$ cat src/hdl/acb_pkg.sv
// Shared types and constants for the ARGB canvas alpha blend block.
package acb_pkg;

   // Field widths of the request and response beats.
   localparam int CMD_W   = 2;
   localparam int POS_X_W = 4;
   localparam int POS_Y_W = 3;
   localparam int PIXEL_W = 32;
   localparam int CHAN_W  = 8;

   // Command codes.
   localparam logic [CMD_W-1:0] CMD_WRITE = 2'd0;
   localparam logic [CMD_W-1:0] CMD_BLEND = 2'd1;
   localparam logic [CMD_W-1:0] CMD_READ  = 2'd2;

   // Alpha value of a fully opaque pixel.
   localparam logic [CHAN_W-1:0] ALPHA_OPAQUE = 8'hFF;

   // Sequencer states.
   typedef enum logic [1:0] {
      ACB_IDLE,
      ACB_MULTIPLY,
      ACB_MIX
   } acb_state_type;

endpackage

$ cat src/hdl/acb_blend.sv
// Two-step "over" compositing unit: registered channel products, then mix and divide by 255.
module acb_blend
   import acb_pkg::*;
(
   input  logic               clock,
   input  logic               load,
   input  logic [PIXEL_W-1:0] front,
   input  logic [PIXEL_W-1:0] back,
   output logic [PIXEL_W-1:0] blended
);

   logic [2*CHAN_W-1:0] prod_back_ff  [3];
   logic [2*CHAN_W-1:0] prod_front_ff [3];
   logic [CHAN_W-1:0]   chan_mix      [3];

   // Exact floor(v / 255) for any v up to 255 * 255, by reciprocal and correction.
   function automatic logic [CHAN_W-1:0] div255(input logic [2*CHAN_W-1:0] v);
      logic [2*CHAN_W:0] t;
      t = {1'b0, v} + 17'd1 + {9'd0, v[2*CHAN_W-1:CHAN_W]};
      return t[2*CHAN_W-1:CHAN_W];
   endfunction

   // Products of each RGB channel with its weight.
   always_ff @(posedge clock) begin
      if (load) begin
         for (int c = 0; c < 3; c++) begin
            prod_back_ff[c]  <= back[c*CHAN_W +: CHAN_W] *
                                (ALPHA_OPAQUE - front[3*CHAN_W +: CHAN_W]);
            prod_front_ff[c] <= front[c*CHAN_W +: CHAN_W] * front[3*CHAN_W +: CHAN_W];
         end
      end
   end

   // Sum the weighted channels and scale back to eight bits.
   always_comb begin
      for (int c = 0; c < 3; c++) begin
         chan_mix[c] = div255(prod_back_ff[c] + prod_front_ff[c]);
      end
   end

   assign blended = {ALPHA_OPAQUE, chan_mix[2], chan_mix[1], chan_mix[0]};

endmodule
$ cat config.mk
export PLATFORM = sky130hd
export DESIGN_NAME = acb_blend
export DESIGN_NICKNAME = d
export VERILOG_FILES = /design/src/hdl/acb_pkg.sv /design/src/hdl/acb_blend.sv
export SDC_FILE = /design/constraint.sdc
export NUM_CORES = 1
export LEC_CHECK = 0
export BUFFER_PORTS_ARGS = -buffer_cell sky130_fd_sc_hd__buf_2
export CORE_ASPECT_RATIO = 0.75
export CORE_MARGIN = 3
export CORE_UTILIZATION = 65
export DETAILED_ROUTE_END_ITERATION = 7
export GPL_TIMING_DRIVEN = 1
export PLACE_DENSITY = 0.94
export SYNTH_ARGS = -nofsm -noshare
export SYNTH_HDL_FRONTEND = slang
export SYNTH_SLANG_ARGS = --single-unit
$ cat constraint.sdc
create_clock -name clock -period 7.5 [get_ports clock]
set_input_delay 1.875 -clock clock [delete_from_list [all_inputs] [get_ports clock]]
set_output_delay 1.875 -clock clock [all_outputs]
set_load 0.1 [all_outputs]
==> summary.md <==
| Metric | Value |
|---|---|
| Setup WS pre-CTS | ~0.73 ns |
| Vias/cell | 5.84 |
| Max-cap viol count | 0 |
| Library cells used by synthesis | 81 |
| # clock sinks | 96 |
| Post-Syn Area | roughly 0.019 sq mm |
| HP Start | front[8] |
| GRT Residual Overflow | 0 |
| Worst relative slew slack | 35.8% |
| Syn. warnings | 0 |
| Final core occ | between 70% and 80% |
| Core Area | 0.0282 sq mm |
| Worst EP arrival | 5.20 ns |
| Initial antenna violation count | 5 |
| Die Wd | approximately 200 um |
| PortBufs | 81 |
| Total CTS buffers | 9 |
| Fin nets | 2617 |
| Crit-path max FO | 4 |
| Post-synth EDFFs | 96 |
| Initial DRC count | ~990 |
| H-tree depth | 3 |
| Fmax | 141 MHz |
| RSZ-0062 raised after global routing | false |
| Sequential area share after synthesis | 15.4% |
| Critical Path Source Type | register |
| Hold Crit Class | in -> reg |
| DRC viols | 0 |
| # fillers | around 1900 |
| Initial core utilization | 66.3% |
| Largest net degree at the start of global routing | 65 |
| DRT antenna net count | 0 |
| Die H | 153 um |
| Fin crit period | 7.07 ns |
| Async S/R FF share, synth | 0% |
| Fin. Hold Viols | 0 |
| #FFs+latches synth | 96 |
| WL/cell | 17.8 um |
| Slew at the pin with the worst max-slew slack | a little under 1 ns |
| CP Class | reg -> out |
| Crit path required time | 5.62 ns |
| P&R area growth vs syn | 6.06% |
| Post-CTS Setup Bufs | 0 |
| Setup violators final | 0 |
| Drt pass-1 iters | 8 |
| Dominant cell type by area after synthesis | fa_1 |
| Tot GR Track Use | about 29% |
| Status | finished clean |
| Hold EP | prod_front_ff[0][16] |
| Via count | ~14000 |
| Vias in the first global route | 15500 |
| Crit end category | output port |
| Mapped Cells | 1987 |
| First-pass GRT wire length | 73100 um |
| Max-slew violations | 0 |
| Setup TNS | 0 ns |
| CTS tree | built |
| Routability cong. | 0.912 |
| Deepest clock path buffer count | 2 |
| Final Cycle Share | 94.3% |
| Hold Path Stages | 2 |
| Post-Route WL | 43500 um |
| Synth top area share | 23.6% |
| WHS | 1.94 ns |
| Ranking of synthesized cells by area | fa_1 24%, ha_1 19%, edfxtp_1 15% |
| Placement row count | 53 |
| Most frequently used flop master after synthesis | edfxtp_1 |
| Die area | 0.0309 sq mm |
| Post-route setup slack | 0.428 ns |
| CTS root buf | clkbuf_16 |
| Clock-pin slew on the worst setup and hold paths | around 0.080 ns |
| CTS Hold Buffers Added | 0 |
| Fraction of layout instances using a drive strength above 1 | 6.87% |
| DP HPWL | around 34000 um |
| # IOs | 98 |
| Mapped Avg Cell Area | 9.41 sq um |
## layer usage
| metal | routed length (um) | global-route usage [%] | vias up | share of wire (%) |
|---|---|---|---|---|
| li1 | - | - | 6543 | - |
| met1 | 17300 | 36.0 | 6976 | 40 |
| met2 | 21600 | 50.1 | 572 | 50 |
| met3 | 2940 | 4.26 | 148 | 6.8 |
| met4 | 1600 | 12.2 | 0 | 3.7 |
| met5 | 0 | 0 | - | 0 |
## Yosys cell counts (3+ instances only)
cell,n
nor3_1,24
o211a_1,4
nand2_1,84
nor4_1,3
nor2_1,65
a31oi_1,7
nand4_1,3
xor2_1,22
clkbuf_1,42
o31ai_1,7
o311a_1,4
or4b_2,3
nand2b_1,59
a21o_1,23
a21boi_1,3
and3_1,5
or3_1,13
o21a_1,16
and2_1,159
nor3b_1,4
buf_4,8
a211oi_1,4
xnor2_1,91
a211oi_2,3
nand3_1,17
a41oi_1,4
mux2i_1,3
o41ai_1,3
ha_1,284
or2_2,7
nor2b_1,166
a21oi_1,59
o21ai_0,45
fa_1,220
nand3b_1,3
a21boi_0,9
o211ai_1,10
inv_1,351
edfxtp_1,96
o21bai_1,3
## stage by stage
step | instance area (sq um) | cells
2_1_floorplan | 18700 | 1994
6_report | 19800 | 2440
3_5_place_dp | 19500 | 2421
3_3_place_gp | 19500 | 2421
5_1_grt | 19800 | 2440
4_1_cts | 19800 | 2437
## cell usage in the layout, fill, tap and decap left out, types with 4 or more instances in the layout
cell type and count:
inv_1 351, ha_1 284, fa_1 220, nor2b_1 166, and2_1 159, edfxtp_1 96, xnor2_1 91, nand2_1 84
buf_2 79, nor2_1 65, a21oi_1 59, nand2b_1 59, o21ai_0 45, nor3_1 24, a21o_1 23, xor2_1 22
nand3_1 17, o21a_1 16, or3_1 13, buf_4 12, o211ai_1 10, a21boi_0 9, clkbuf_16 9, conb_1 8
a31oi_1 7, or2_2 7, o31ai_1 7, and3_1 5, o311a_1 4, o211a_1 4, a211oi_1 4, a41oi_1 4
nor3b_1 4
## final cells by class
type                            instances  area (sq um)  share of cell area (%)
Clock buffer                           10           229                    1.15
Inverter                              351          1320                    6.64
Antenna cell                            3          7.51                  0.0379
Clock inverter                          6           114                   0.574
Timing Repair Buffer                   92           493                    2.49
Multi-Input combinational cell       1497         14300                    72.1
Sequential cell                        96          2880                    14.5
Tap cell                              385           482                    2.43
## sequential cells by signal (all words and copies together) (netlist names)
signal / count
prod_front_ff: 48
prod_back_ff: 48
## cells by family (layout without fill, tap and decap cells)
family | count (synthesis) | count (layout) | synth area share, %
adder cells (fa/ha/maj) | 504 | 504 | 42.6
buffers and inverters | 401 | 459 | 8.21
AND/OR/NAND/NOR | 629 | 629 | 19.2
AO/OA/AOI/OAI | 239 | 239 | 9.08
multiplexers | 3 | 3 | 0.161
other | 1 | 11 | 0.0201
flip-flops | 96 | 96 | 15.4
XOR/XNOR | 114 | 114 | 5.38
## critical path, cell delays in order, from the launching register on
cell	delay [ns]
edfxtp_1	0.45
ha_1	0.40
nand2_1	0.15
nor4_1	0.50
o41ai_1	0.19
a21oi_1	0.25
a21o_1	0.15
a21oi_1	0.07
xnor2_1	0.27
ha_1	0.32
and3_1	0.20
o2111ai_1	0.12
or3b_2	0.48
o311ai_0	0.22
a311o_1	0.31
nor3_4	0.08
nand3_1	0.12
xnor2_1	0.11
buf_2	0.44
## worst max path at each step
stage / cells after the start / startpoint / slack (ns) / to
after global placement: 16 / front[25] / 0.88 / prod_back_ff[0][14]
after floorplan: 13 / prod_back_ff[0][1] / 0.42 / blended[0]
final: 18 / prod_back_ff[0][7] / 0.43 / blended[6]
after global routing: 18 / prod_back_ff[0][1] / 0.05 / blended[6]
after CTS: 18 / prod_back_ff[0][1] / 0.46 / blended[7]
after detailed placement: 16 / front[27] / 0.73 / prod_back_ff[0][46]
## timing repair
item	CTS	global route
gates resized for setup	0	1
hold endpoints to repair	0	0
endpoints found under the setup margin	0	1
Power is not shown: default switching activity piles up to over one toggle a cycle in this logic, so the estimate is an artifact.
